### src/hdl/bmb_pkg.sv
// shared types, constants and codes for the bipartite max biclique unit
// no dependencies
package bmb_pkg;

    localparam int LEFT_MAX_DEF  = 32;
    localparam int RIGHT_MAX_DEF = 32;
    localparam int CFG_W         = 6;

    // action codes of an input beat
    localparam logic [1:0] ACT_CLEAR = 2'd0;
    localparam logic [1:0] ACT_ADD   = 2'd1;
    localparam logic [1:0] ACT_SOLVE = 2'd2;

    // configuration register indexes
    localparam logic CFG_LEFT_COUNT  = 1'b0;
    localparam logic CFG_RIGHT_COUNT = 1'b1;

    typedef struct packed {
        logic [1:0] action;
        logic [4:0] left_index;
        logic [4:0] right_index;
        logic [6:0] min_size;
    } t_bmb_in;

    typedef struct packed {
        logic [31:0] left_mask;
        logic [31:0] right_mask;
        logic [6:0]  biclique_size;
        logic        stopped;
    } t_bmb_out;

    typedef struct packed {
        logic clear;
        logic add;
    } t_bmb_store_cmd;

endpackage

### src/hdl/bmb_edge_store.sv
// adjacency row store with per-row valid bits so a clear empties every row at once
// depends on bmb_pkg
module bmb_edge_store #(
    parameter int LEFT_MAX  = 32,
    parameter int RIGHT_MAX = 32
) (
    input  logic                    i_clk,
    input  logic                    i_rst_n,
    input  bmb_pkg::t_bmb_store_cmd i_cmd,
    input  logic [((LEFT_MAX > 1) ? $clog2(LEFT_MAX) : 1)-1:0]   i_add_row,
    input  logic [((RIGHT_MAX > 1) ? $clog2(RIGHT_MAX) : 1)-1:0] i_add_col,
    input  logic [((LEFT_MAX > 1) ? $clog2(LEFT_MAX) : 1)-1:0]   i_rd_addr,
    output logic [RIGHT_MAX-1:0]    o_rd_row
);
    import bmb_pkg::*;

    logic [RIGHT_MAX-1:0] r_rows [LEFT_MAX];
    logic [LEFT_MAX-1:0]  r_row_v;
    logic [RIGHT_MAX-1:0] n_add_row;

    // read-modify-write of the addressed row, invalid rows read as empty
    assign n_add_row = (r_row_v[i_add_row] ? r_rows[i_add_row] : '0)
                     | (RIGHT_MAX'(1) << i_add_col);

    assign o_rd_row = r_row_v[i_rd_addr] ? r_rows[i_rd_addr] : '0;

    always_ff @(posedge i_clk) begin
        if (!i_rst_n) begin
            r_row_v <= '0;
        end else if (i_cmd.clear) begin
            r_row_v <= '0;
        end else if (i_cmd.add) begin
            r_row_v[i_add_row] <= 1'b1;
        end
    end

    always_ff @(posedge i_clk) begin
        if (i_cmd.add && !i_cmd.clear) begin
            r_rows[i_add_row] <= n_add_row;
        end
    end

endmodule

### src/hdl/bmb_match_engine.sv
// matching sequencer: alternating-path search and augmentation, one left
// vertex or one path edge per cycle; depends on bmb_pkg
module bmb_match_engine #(
    parameter int LEFT_MAX  = 32,
    parameter int RIGHT_MAX = 32
) (
    input  logic                 i_clk,
    input  logic                 i_rst_n,
    input  logic                 i_start,
    input  logic                 i_ack,
    input  logic [LEFT_MAX-1:0]  i_lmask,
    input  logic [RIGHT_MAX-1:0] i_rmask,
    output logic [((LEFT_MAX > 1) ? $clog2(LEFT_MAX) : 1)-1:0] o_row_addr,
    input  logic [RIGHT_MAX-1:0] i_row,
    output logic                 o_done,
    output logic [LEFT_MAX-1:0]  o_reached_l,
    output logic [RIGHT_MAX-1:0] o_reached_r,
    output logic [$clog2(LEFT_MAX+1)-1:0] o_match_count
);
    import bmb_pkg::*;

    localparam int LIW = (LEFT_MAX > 1) ? $clog2(LEFT_MAX) : 1;
    localparam int RIW = (RIGHT_MAX > 1) ? $clog2(RIGHT_MAX) : 1;
    localparam int MW  = $clog2(LEFT_MAX + 1);

    localparam logic [2:0] ST_IDLE    = 3'd0;
    localparam logic [2:0] ST_INIT    = 3'd1;
    localparam logic [2:0] ST_SEARCH  = 3'd2;
    localparam logic [2:0] ST_AUGMENT = 3'd3;
    localparam logic [2:0] ST_DONE    = 3'd4;

    logic [2:0]           r_state, n_state;
    logic [RIW-1:0]       n_pl [LEFT_MAX];
    logic [LEFT_MAX-1:0]  r_pl_v, n_pl_v;
    logic [LIW-1:0]       r_pr [RIGHT_MAX];
    logic [LIW-1:0]       n_pr [RIGHT_MAX];
    logic [RIGHT_MAX-1:0] r_pr_v, n_pr_v;
    logic [LIW-1:0]       r_par [RIGHT_MAX];
    logic [LIW-1:0]       n_par [RIGHT_MAX];
    logic [LEFT_MAX-1:0]  r_reach_l, n_reach_l, r_done_l, n_done_l;
    logic [RIGHT_MAX-1:0] r_reach_r, n_reach_r;
    logic [RIW-1:0]       r_aug_j, n_aug_j;
    logic [MW-1:0]        r_m, n_m;
    logic [RIW-1:0]       r_plr [LEFT_MAX];

    logic [LEFT_MAX-1:0]  pend, grow_l;
    logic [RIGHT_MAX-1:0] comp, new_r, free_new;
    logic [LIW-1:0]       pick_i, aug_i;
    logic [RIW-1:0]       pick_j;

    // lowest pending left vertex and lowest newly reached free right vertex
    always_comb begin
        pick_i = '0;
        for (int k = LEFT_MAX - 1; k >= 0; k--) begin
            if (pend[k]) pick_i = LIW'(k);
        end
        pick_j = '0;
        for (int k = RIGHT_MAX - 1; k >= 0; k--) begin
            if (free_new[k]) pick_j = RIW'(k);
        end
    end

    assign pend     = r_reach_l & ~r_done_l;
    assign comp     = ~i_row & i_rmask;
    assign new_r    = comp & ~r_reach_r;
    assign free_new = new_r & ~r_pr_v;
    assign aug_i    = r_par[r_aug_j];
    assign o_row_addr = pick_i;

    // matched left vertices whose partner was just reached
    always_comb begin
        for (int k = 0; k < LEFT_MAX; k++) begin
            grow_l[k] = r_pl_v[k] && new_r[r_plr[k]];
        end
    end

    always_comb begin
        n_state   = r_state;
        n_pl      = r_plr;
        n_pl_v    = r_pl_v;
        n_pr      = r_pr;
        n_pr_v    = r_pr_v;
        n_par     = r_par;
        n_reach_l = r_reach_l;
        n_reach_r = r_reach_r;
        n_done_l  = r_done_l;
        n_aug_j   = r_aug_j;
        n_m       = r_m;
        case (r_state)
            ST_IDLE: begin
                if (i_start) begin
                    n_pl_v  = '0;
                    n_pr_v  = '0;
                    n_m     = '0;
                    n_state = ST_INIT;
                end
            end
            ST_INIT: begin
                n_reach_l = i_lmask & ~r_pl_v;
                n_reach_r = '0;
                n_done_l  = '0;
                n_state   = ST_SEARCH;
            end
            ST_SEARCH: begin
                if (pend == '0) begin
                    n_state = ST_DONE;
                end else begin
                    n_done_l[pick_i] = 1'b1;
                    n_reach_r = r_reach_r | new_r;
                    for (int k = 0; k < RIGHT_MAX; k++) begin
                        if (new_r[k]) n_par[k] = pick_i;
                    end
                    if (free_new != '0) begin
                        n_aug_j = pick_j;
                        n_state = ST_AUGMENT;
                    end else begin
                        n_reach_l = r_reach_l | grow_l;
                    end
                end
            end
            ST_AUGMENT: begin
                n_pr[r_aug_j]   = aug_i;
                n_pr_v[r_aug_j] = 1'b1;
                n_pl[aug_i]     = r_aug_j;
                n_pl_v[aug_i]   = 1'b1;
                if (r_pl_v[aug_i]) begin
                    n_aug_j = r_plr[aug_i];
                end else begin
                    n_m     = r_m + MW'(1);
                    n_state = ST_INIT;
                end
            end
            ST_DONE: begin
                if (i_ack) n_state = ST_IDLE;
            end
            default: begin
                n_state = ST_IDLE;
            end
        endcase
    end

    always_ff @(posedge i_clk) begin
        if (!i_rst_n) begin
            r_state <= ST_IDLE;
            r_pl_v  <= '0;
            r_pr_v  <= '0;
            r_m     <= '0;
        end else begin
            r_state <= n_state;
            r_pl_v  <= n_pl_v;
            r_pr_v  <= n_pr_v;
            r_m     <= n_m;
        end
    end

    always_ff @(posedge i_clk) begin
        r_plr     <= n_pl;
        r_pr      <= n_pr;
        r_par     <= n_par;
        r_reach_l <= n_reach_l;
        r_reach_r <= n_reach_r;
        r_done_l  <= n_done_l;
        r_aug_j   <= n_aug_j;
    end

    assign o_done        = (r_state == ST_DONE);
    assign o_reached_l   = r_reach_l;
    assign o_reached_r   = r_reach_r;
    assign o_match_count = r_m;

`ifndef ASSERT_OFF
    // a path flip leaves the two sides one apart until its last step
    a_match_pairs: assert property (@(posedge i_clk) disable iff (!i_rst_n)
        (r_state != ST_AUGMENT) |-> ($countones(r_pl_v) == $countones(r_pr_v)))
        else $error("left and right matched counts differ");
    a_reached_matched: assert property (@(posedge i_clk) disable iff (!i_rst_n)
        (r_state == ST_SEARCH) |-> ((r_reach_r & ~r_pr_v) == '0))
        else $error("free right vertex reached without augmenting");
    a_done_count: assert property (@(posedge i_clk) disable iff (!i_rst_n)
        (r_state == ST_DONE) |-> (32'(r_m) == $countones(r_pl_v)))
        else $error("matching counter out of step");
    a_aug_to_init: assert property (@(posedge i_clk) disable iff (!i_rst_n)
        (r_state == ST_AUGMENT && !r_pl_v[aug_i]) |=> (r_state == ST_INIT))
        else $error("augmenting path did not close");
`endif

endmodule

### src/hdl/bipartite_max_biclique_unit.sv
// top level of the bipartite max biclique unit: handshakes, config, result
// depends on bmb_pkg, bmb_edge_store, bmb_match_engine
//
// input channel i_valid/o_ready carries a t_bmb_in beat: clear, add edge
// or solve. clear and add give no result beat, so edges stream in at one
// per cycle while no solve is running. an edge outside the current counts is
// dropped. a solve beat drops o_ready until its result is in the output
// register; it runs a matching on the complement graph in the shared
// search step: each matching round is an init step, a search step per left
// vertex scanned (at most left_count) and an augment step per right vertex
// on the augmenting path, for matches + 1 rounds, and a last search step
// sees the search empty. the result beat shows on o_valid/i_ready once
// the result register takes the engine result.
// a stalled receiver holds the result register; a finished solve waits in
// the engine, with o_ready still low, until the register frees. config
// writes on i_cfg_we at any cycle, meant for idle time. reset empties the
// edge store at once (row valid bits) and sets both counts to their maximum.
module bipartite_max_biclique_unit #(
    parameter int LEFT_MAX  = bmb_pkg::LEFT_MAX_DEF,
    parameter int RIGHT_MAX = bmb_pkg::RIGHT_MAX_DEF
) (
    input  logic                     i_clk,
    input  logic                     i_rst_n,
    input  logic                     i_valid,
    output logic                     o_ready,
    input  bmb_pkg::t_bmb_in         i_data,
    output logic                     o_valid,
    input  logic                     i_ready,
    output bmb_pkg::t_bmb_out        o_data,
    input  logic                     i_cfg_we,
    input  logic                     i_cfg_idx,
    input  logic [bmb_pkg::CFG_W-1:0] i_cfg_data
);
    import bmb_pkg::*;

    localparam int LIW = (LEFT_MAX > 1) ? $clog2(LEFT_MAX) : 1;
    localparam int RIW = (RIGHT_MAX > 1) ? $clog2(RIGHT_MAX) : 1;
    localparam int MW  = $clog2(LEFT_MAX + 1);
    localparam int LP  = (LEFT_MAX > 32) ? LEFT_MAX : 32;
    localparam int RP  = (RIGHT_MAX > 32) ? RIGHT_MAX : 32;

    // counts held one bit wider so a maximum of 64 survives reset
    logic [6:0]     r_left_count, r_right_count;
    logic [6:0]     ln, rn;
    logic           r_busy;
    logic [6:0]     r_min_size;
    logic           r_o_valid;
    t_bmb_out       r_o_data, n_o_data;

    logic           in_acc, solve_go, eng_ack, eng_done;
    t_bmb_store_cmd store_cmd;
    logic [6:0]     li7, ri7;
    logic [LEFT_MAX-1:0]  lmask, lres;
    logic [RIGHT_MAX-1:0] rmask, rres, rd_row, reach_r;
    logic [LEFT_MAX-1:0]  reach_l;
    logic [LIW-1:0] rd_addr;
    logic [MW-1:0]  match_count;
    logic [7:0]     total, size8;
    logic [LP-1:0]  lres_w;
    logic [RP-1:0]  rres_w;

    // config registers
    always_ff @(posedge i_clk) begin
        if (!i_rst_n) begin
            r_left_count  <= 7'(LEFT_MAX);
            r_right_count <= 7'(RIGHT_MAX);
        end else if (i_cfg_we) begin
            if (i_cfg_idx == CFG_LEFT_COUNT) r_left_count <= 7'(i_cfg_data);
            if (i_cfg_idx == CFG_RIGHT_COUNT) r_right_count <= 7'(i_cfg_data);
        end
    end

    // zero acts as one, anything above the store size acts as the size
    assign ln = (r_left_count == 7'd0) ? 7'd1 :
                (r_left_count > 7'(LEFT_MAX)) ? 7'(LEFT_MAX) : r_left_count;
    assign rn = (r_right_count == 7'd0) ? 7'd1 :
                (r_right_count > 7'(RIGHT_MAX)) ? 7'(RIGHT_MAX) : r_right_count;

    always_comb begin
        for (int k = 0; k < LEFT_MAX; k++) lmask[k] = (7'(k) < ln);
        for (int k = 0; k < RIGHT_MAX; k++) rmask[k] = (7'(k) < rn);
    end

    // input beat decode
    assign o_ready  = !r_busy;
    assign in_acc   = i_valid && o_ready;
    assign li7      = 7'(i_data.left_index);
    assign ri7      = 7'(i_data.right_index);
    assign solve_go = in_acc && (i_data.action == ACT_SOLVE);
    assign store_cmd.clear = in_acc && (i_data.action == ACT_CLEAR);
    assign store_cmd.add   = in_acc && (i_data.action == ACT_ADD)
                           && (li7 < ln) && (ri7 < rn);

    bmb_edge_store #(
        .LEFT_MAX  (LEFT_MAX),
        .RIGHT_MAX (RIGHT_MAX)
    ) u_store (
        .i_clk     (i_clk),
        .i_rst_n   (i_rst_n),
        .i_cmd     (store_cmd),
        .i_add_row (li7[LIW-1:0]),
        .i_add_col (ri7[RIW-1:0]),
        .i_rd_addr (rd_addr),
        .o_rd_row  (rd_row)
    );

    bmb_match_engine #(
        .LEFT_MAX  (LEFT_MAX),
        .RIGHT_MAX (RIGHT_MAX)
    ) u_engine (
        .i_clk         (i_clk),
        .i_rst_n       (i_rst_n),
        .i_start       (solve_go),
        .i_ack         (eng_ack),
        .i_lmask       (lmask),
        .i_rmask       (rmask),
        .o_row_addr    (rd_addr),
        .i_row         (rd_row),
        .o_done        (eng_done),
        .o_reached_l   (reach_l),
        .o_reached_r   (reach_r),
        .o_match_count (match_count)
    );

    // the result register takes the engine result once it is free
    assign eng_ack = eng_done && (!r_o_valid || i_ready);

    // biclique size is the vertex total less the matching size (koenig)
    assign lres   = reach_l & lmask;
    assign rres   = ~reach_r & rmask;
    assign lres_w = LP'(lres);
    assign rres_w = RP'(rres);
    assign total  = 8'(ln) + 8'(rn);
    assign size8  = total - 8'(match_count);

    always_comb begin
        if ((8'(r_min_size) <= total) && (size8 < 8'(r_min_size))) begin
            n_o_data = '0;
            n_o_data.stopped = 1'b1;
        end else begin
            n_o_data.left_mask     = lres_w[31:0];
            n_o_data.right_mask    = rres_w[31:0];
            n_o_data.biclique_size = size8[6:0];
            n_o_data.stopped       = 1'b0;
        end
    end

    always_ff @(posedge i_clk) begin
        if (!i_rst_n) begin
            r_busy    <= 1'b0;
            r_o_valid <= 1'b0;
        end else begin
            if (solve_go) begin
                r_busy <= 1'b1;
            end else if (eng_ack) begin
                r_busy <= 1'b0;
            end
            if (eng_ack) begin
                r_o_valid <= 1'b1;
            end else if (i_ready) begin
                r_o_valid <= 1'b0;
            end
        end
    end

    always_ff @(posedge i_clk) begin
        if (solve_go) r_min_size <= i_data.min_size;
        if (eng_ack) r_o_data <= n_o_data;
    end

    assign o_valid = r_o_valid;
    assign o_data  = r_o_data;

endmodule
### config.mk
export PLATFORM = sky130hd
export DESIGN_NAME = bipartite_max_biclique_unit
export DESIGN_NICKNAME = d
export VERILOG_FILES = /design/src/hdl/bmb_pkg.sv /design/src/hdl/bmb_edge_store.sv /design/src/hdl/bmb_match_engine.sv /design/src/hdl/bipartite_max_biclique_unit.sv
export SDC_FILE = /design/constraint.sdc
export NUM_CORES = 2
export LEC_CHECK = 0
export ABC_AREA = 1
export BUFFER_PORTS_ARGS = -buffer_cell sky130_fd_sc_hd__buf_2
export CAP_MARGIN = 20
export CORE_MARGIN = 1.5
export CORE_UTILIZATION = 47
export CTS_CLUSTER_DIAMETER = 50
export DETAILED_ROUTE_END_ITERATION = 8
export PLACE_DENSITY = 0.73
export SETUP_SLACK_MARGIN = 0.3
export SLEW_MARGIN = 20
export SYNTH_ARGS = -nofsm -noshare
export SYNTH_HDL_FRONTEND = slang
export SYNTH_SLANG_ARGS = --single-unit
export TNS_END_PERCENT = 1
### constraint.sdc
create_clock -name i_clk -period 6 [get_ports i_clk]
set_input_delay 0.9 -clock i_clk [delete_from_list [all_inputs] [get_ports i_clk]]
set_output_delay 0.9 -clock i_clk [all_outputs]
set_load 0.01 [all_outputs]
Word-level counts from Yosys, hierarchy flattened:

Memory sizes are Yosys's and may differ from the RTL's.
Cells that the tools add are included.

* shifts and indexed selects: 1
* equality and inequality tests: 14
* add/subtract/negate cells: 3
* reductions and logical operators: 102
* muxes and demuxes: 187
* divide/modulo/power cells: 0
* multiply operators: 0
* bitwise operators: 24
* magnitude comparators: 113

Operators with widths (number)
* $mux 5: 72
* $pmux 32 s2: 5
* $and 32x32->32: 7
* $mux 32: 7
* $or 32x32->32: 7
* $lt 5x6->1 const B: 36
* $lt 5x6->1 const A: 32
* $bmux 1 s5: 35
* $bwmux 160: 1
* $not 32->32: 5
* $reduce_and 3->1: 34
* $lt 4x6->1 const A: 16
* $bmux 5 s5: 2
* $lt 3x6->1 const A: 8
* $logic_and 1x1->1: 46
* $mux 1: 46
* $mux 6: 6
* $logic_not 32->1: 1
* $reduce_bool 32->1: 1
* $shl 1x5->32 const A: 1
* $demux 5 s5: 1
* $lt 1x6->1 const A: 4
* $lt 2x6->1 const A: 4
* $demux 1 s5: 4
* other kinds (33): 63

* memory bits (writable): 1024
* latch bits: 0
* register bits after elaboration: 619
* memories kept: 1
* logic and storage cells: 527
* bits of input ports: 31
* bits in read-only memories: 0
* output and inout bits: 74

Memory list
* u_store.r_rows: depth 32, width 32, read ports 2, clocked after Yosys merged registers in 0, wr ports 1, line bmb_edge_store.sv:17 `logic [RIGHT_MAX-1:0] r_rows [LEFT_MAX];`

Depth between registers and ports, before layout:

* word-level depth: 76
* depth in mapped cells: 78
* depth with buffers taken out: 77

Modules after synthesis:

From an unflattened synthesis, not the netlist that was laid out.

* cell total of the unflattened synthesis: 11301
* area total of the unflattened synthesis: 91237.5 sq um

By module, submodules not included
* bmb_edge_store: times used 1, area an instance 56056.3 sq um, cells an instance 6898
* bmb_match_engine: times used 1, area an instance 29652.2 sq um, cells an instance 3753
* bipartite_max_biclique_unit: times used 1, area an instance 5529.1 sq um, cells an instance 650

Least setup slack after synthesis:

Ideal clock, no wire load.

* path kind: reg2reg
* start point: register u_engine.r_done_l[31]
* end point: register u_engine.r_reach_l[0], in the netlist u_engine.o_reached_l[0], enable pin
* path slack: 0.378 ns
* data arrival time: 5.232 ns
* stages on the path, launching flop included: 28
* required time: 5.611 ns
* cells stage by stage: edfxtp_1 o21ai_0 nor2_1 nand2_1 inv_1 nor2_1 inv_1 a21oi_1 inv_1 nor3_1 nand2_1 nand2_1 nor2_1 nand2_2 buf_6 buf_6 buf_2 nand2_1 nand2_2 nor2_2 nand2_2 nand2_1 nor2_2 nand2_1 nor4_2 and2_1 nand2_1 nand2_1

* longest elaborated chain between the ends: 44
* elaborated cells between the ends (all ways): 47

Ends and longest elaborated chain
* start, declared: line bmb_match_engine.sv:40 `logic [LEFT_MAX-1:0] r_reach_l, n_reach_l, r_done_l, n_done_l;`
* start signal, assigned: line bmb_match_engine.sv:162 `r_done_l <= n_done_l;`
* $not 32->32 *: line bmb_match_engine.sv:63 `assign pend = r_reach_l & ~r_done_l;`
* $and 32x32->32 *: line bmb_match_engine.sv:63
* $mux 5 * (32 in a row): line bmb_match_engine.sv:55 `if (pend[k]) pick_i = LIW'(k);`
* net rd_addr[3]: line bipartite_max_biclique_unit.sv:56 `logic [LIW-1:0] rd_addr;`
* $bmux 1 s5: line bmb_edge_store.sv:25 `assign o_rd_row = r_row_v[i_rd_addr] ? r_rows[i_rd_addr] : '0;`
* $mux 1 (not written as such): line bmb_edge_store.sv:25
* $mux 32 *: line bmb_edge_store.sv:25
* $not 32->32 *: line bmb_match_engine.sv:64 `assign comp = ~i_row & i_rmask;`
* $and 32x32->32 *: line bmb_match_engine.sv:64
* $and 32x32->32 *: line bmb_match_engine.sv:65 `assign new_r = comp & ~r_reach_r;`
* $and 32x32->32 *: line bmb_match_engine.sv:66 `assign free_new = new_r & ~r_pr_v;`
* $reduce_bool 32->1 *: line bmb_match_engine.sv:113 `if (free_new != '0) begin`
* $ne 2x2->1 (no source line) *
* $reduce_and 3->1 (no source line) *
* end signal, assigned: line bmb_match_engine.sv:160 `r_reach_l <= n_reach_l;`
* end, declared: line bmb_match_engine.sv:40

Mark *: on every way through the listed nets, which the timed path passes. The rest lies on a longest branch. The select of a mux whose other input is x is not followed.
A chain may end at the register's enable or synchronous reset.

Final worst setup path:

* start point: register u_engine.r_reach_l[29], in the netlist u_engine.o_reached_l[29]
* end point: register u_engine.r_reach_l[13], in the netlist u_engine.o_reached_l[13] (data pin)

* longest elaborated chain between the ends: 44
* elaborated cells between the ends (all ways): 45

Ends and longest elaborated chain
* $and 32x32->32 *: line bmb_match_engine.sv:63
* $mux 5 * (30 in a row): line bmb_match_engine.sv:55
* net rd_addr[0]: line bipartite_max_biclique_unit.sv:56
* $bmux 1 s5: line bmb_edge_store.sv:25
* $mux 1 (not written as such): line bmb_edge_store.sv:25
* $mux 32 *: line bmb_edge_store.sv:25
* $not 32->32 *: line bmb_match_engine.sv:64
* $and 32x32->32 *: line bmb_match_engine.sv:64
* $and 32x32->32 *: line bmb_match_engine.sv:65
* $bmux 1 s5 *: line bmb_match_engine.sv:73 `grow_l[k] = r_pl_v[k] && new_r[r_plr[k]];`
* $mux 1 (not written as such) *: line bmb_match_engine.sv:73
* $logic_and 1x1->1 *: line bmb_match_engine.sv:73
* $or 32x32->32 *: line bmb_match_engine.sv:117 `n_reach_l = r_reach_l | grow_l;`
* $mux 32 *: line bmb_match_engine.sv:113
* $mux 32 *: line bmb_match_engine.sv:105 `if (pend == '0) begin`
* $pmux 32 s2 *: line bmb_match_engine.sv:89 `case (r_state)`
* net u_engine.n_reach_l[13]: line bmb_match_engine.sv:40

Marks and branches as above.

==> results.yml <==
place:
  place_congestion: 1.04
  port_buffers: 104
  hpwlAfterDp_um: 207000
cts:
  clock_latency_ns: 0.89
  h-tree-depth: 4
  cts.sinks: 1643
  clk_pin_slew_ns: 0.06
  clockBufferDepth: 3
  cts_root_buf: "clkbuf_16"
  cts_hold_buf: 0
  cts_tree: "done"
  cts_made_buffers: 184
synthesis:
  syn-num-nets: 7950
  syn_inst: 7883
  yosysUniqueCellTypes: 66
  synth_edf_count: 1524
  synthArstFlopShare_pct: 0
  syn_area_per_cell_um2: 10.3
  ys.flop_type: "edfxtp_1"
  synth_warnings: 0
  ys_seq_area_share_pct: 59.2
  synth_seq_cells: 1643
  syn_area_um2: 81400
global_route:
  grt_max_degree: 107
  track_usage_pct: 36.5
  grt_pass1_vias: 68800
  globalRouteOverflowTotal: 0
  antenna_found_initial: 6
  grt_pass1_wl_um: 468000
worst_hold_path:
  hold_class: "primary input to flip-flop"
sta:
  finalClockSkew_ns: 0.0868
  fin_crit_ns: 5.87
  finalHoldViolCount: 0
  final_max_slew_viol_count: 0
  setup_viol: 0
  fin_crit_sh_pct: 97.8
  hold_ws_ns: 0.227
  tightest_slew_ns: 1.17
  rsz0062_at_grt: "true"
  max_freq_ghz: 0.170
  relSlewSlack_pct: 21.4
critical_path:
  cp_slowest_stage_delay_ns: 0.44
  slowest_stage: "edfxtp_1"
  crit_top_cell: "nand2_1"
  end_kind: "flip-flop"
  cp_max_fo: 13
  critPathArrivalTime_ns: 6.45
  path_class: "flip-flop to flip-flop"
  worst_ep_required_time_ns: 6.58
  start_kind: "flip-flop"
floorplanning:
  die_h_um: 419
  start_util_pct: 47.4
  io_pins: 105
  die_w_um: 419
  core_area_um2: 172000
  rows: 152
  die_area_um2: 176000
drt:
  drt-total-wl_um: 337000
  first_pass_iters: 7
  wl_met2_um: 147000
  ant_nets: 0
  avgViaCountPerCell: 6.94
  drt_iter0_markers: 14300
  wl_met1_um: 109000
  vias: 74300
  drc: 0
  top_layer_used: "met5"
  wl_met3_um: 49100
  wire_per_inst_um: 31.5
power:
  total_power_mw: 43.0
  pwr-share-clk_pct: 27.1
  combPwrFrac_pct: 40.8
  p_switching_mw: 16.9
  ir_worst_vdd_v: 0.000452
  p_int_mw: 26.2
  switching_share_pct: 39.2
  powerDensity_nw_per_um2: 445
  p_seq_share_pct: 32.0
  leakage_nw: 34.5
job:
  cap_violations: 0
layout:
  nNetsFinal: 8290
  regArea_um2: 48100
  drive_gt1_share_pct: 15.5
  synthToLayoutAreaGrowth_pct: 18.8
  nFillCells: 14100
  multiInputGateArea_um2: 29300
outcome:
  status: "completed"
==> synthesized netlist by cell type, drive strengths merged, types with 15 or more instances <==
cell / n / area, um2
a211oi: 16 / 125
a21o: 15 / 113
a21oi: 429 / 2150
a221oi: 48 / 433
a22o: 29 / 254
a22oi: 568 / 4260
a31oi: 34 / 213
buf: 215 / 1350
clkbuf: 391 / 1470
clkinv: 23 / 86.3
dfxtp: 119 / 2380
edfxtp: 1524 / 45800
ha: 34 / 425
inv: 587 / 2210
nand2: 1155 / 4410
nand3: 397 / 1990
nand4: 29 / 181
nor2: 474 / 1850
nor3: 130 / 651
o2111ai: 39 / 348
o211ai: 366 / 2750
o21ai: 514 / 2570
o221ai: 156 / 1370
o22ai: 434 / 2720
o311ai: 20 / 175
o31ai: 25 / 188
==> power by group through the flow <==
| stage | clock network (mW) | registers [mW] | logic [mW] |
|---|---|---|---|
| 2_1_floorplan | 0 | 13.9 | 7.95 |
| 3_3_place_gp | 0 | 14.0 | 14.8 |
| 3_5_place_dp | 0 | 14.0 | 14.9 |
| 4_1_cts | 11.6 | 13.8 | 15.5 |
| 5_1_grt | 12.1 | 13.8 | 17.9 |
| 6_report | 11.7 | 13.8 | 17.6 |
==> what timing repair did <==
action	in CTS	in global routing
gates resized for setup	42	238
setup endpoints to repair	72	141
gates cloned	7	25
pin swaps	4	79
setup buffers	17	35
==> cells in the final DEF (no fill, tap or decap), types with 14 or more instances in the layout <==
master,n
edfxtp_1,1524
nand2_1,1117
inv_1,569
a22oi_1,568
buf_4,465
a21oi_1,423
o22ai_1,420
nand3_1,392
nor2_1,385
o211ai_1,366
o21ai_0,357
clkbuf_16,204
o221ai_1,155
o21ai_1,150
dfxtp_1,119
buf_12,118
nor3_1,115
buf_2,104
nor2_4,57
clkbuf_1,41
clkinv_1,40
ha_1,34
a221oi_1,33
o2111ai_1,32
nor2_2,31
a31oi_1,30
a22o_1,29
nand2_2,29
nand4_1,29
buf_6,29
clkinv_2,25
o31ai_1,24
inv_6,24
bufinv_16,19
o311ai_1,18
nor3_2,15
o22ai_2,14
==> path summary, 6_finish.rpt <==
| check | from | to | cells past startpoint | slack (ns) |
|---|---|---|---|---|
| worst max-delay path | u_engine.o_reached_l[29] | u_engine.o_reached_l[13] | 54 | 0.13 |
| worst min-delay path | i_data[1] | r_min_size[1] | 1 | 0.23 |
| worst max register to register | u_engine.o_reached_l[29] | u_engine.o_reached_l[13] | 54 | 0.13 |
| worst min register to register | u_engine.o_match_count[5] | u_engine.o_match_count[5] | 1 | 0.45 |
==> critical path, delay by kind of cell (launching register included) <==
| kind | cells | cell delay, ns |
|---|---|---|
| AO/OA/AOI/OAI | 8 | 1.02 |
| buffers and inverters | 8 | 1.23 |
| flip-flops | 1 | 0.44 |
| AND/OR/NAND/NOR | 38 | 2.87 |
==> layer usage <==
| layer | vias to the layer above | GRT usage (%) |
|---|---|---|
| met3 | 1944 | 10.6 |
| met1 | 34800 | 43.9 |
| met2 | 6902 | 55.3 |
| met5 | - | 0 |
| met4 | 6 | 28.2 |
| li1 | 30600 | - |
==> cells by family after synthesis <==
| logic type | after synthesis | share of synthesized area (%) |
|---|---|---|
| buffers and inverters | 1216 | 6.29 |
| adder cells (fa/ha/maj) | 36 | 0.572 |
| flip-flops | 1643 | 59.2 |
| AND/OR/NAND/NOR | 2235 | 11.6 |
| AO/OA/AOI/OAI | 2746 | 22.3 |
| XOR/XNOR | 7 | 0.0753 |
==> layout make-up <==
class | instances | share of cell area (%)
Clock inverter | 113 | 1.42
Clock buffer | 232 | 5.05
Timing Repair Buffer | 755 | 7.96
Inverter | 610 | 2.43
Timing Repair inverter | 2 | 0.0233
Tap cell | 2310 | 2.99
Multi-Input combinational cell | 5027 | 30.3
Sequential cell | 1643 | 49.8
Antenna cell | 7 | 0.0181
==> through the flow <==
stage	setup TNS [ns]	worst slack (ns)	util [%]	instances	area [um2]
2_1_floorplan	0	0.378	-	7883	81400
3_3_place_gp	-1.80	-0.223	51.4	10300	88200
3_5_place_dp	-0.309	-0.127	51.4	10300	88200
4_1_cts	0	0.279	55.3	10600	95000
5_1_grt	-10.92	-0.283	56.3	10700	96600
6_report	0	0.134	56.3	10700	96700
==> flip-flops by register name (all words and copies together) (netlist names), 7 cells and up <==
signal / flops
u_engine.r_done_l: 32
u_engine.o_reached_l: 32
u_engine.o_reached_r: 32
u_store.r_row_v: 32
u_engine.r_pr_v: 32
r_min_size: 7
o_data: 72
u_store.r_rows: 1024
u_engine.r_pl_v: 32
u_engine.r_par: 160
u_engine.r_plr: 160
No activity file was read; power rests on OpenSTA's default activity.
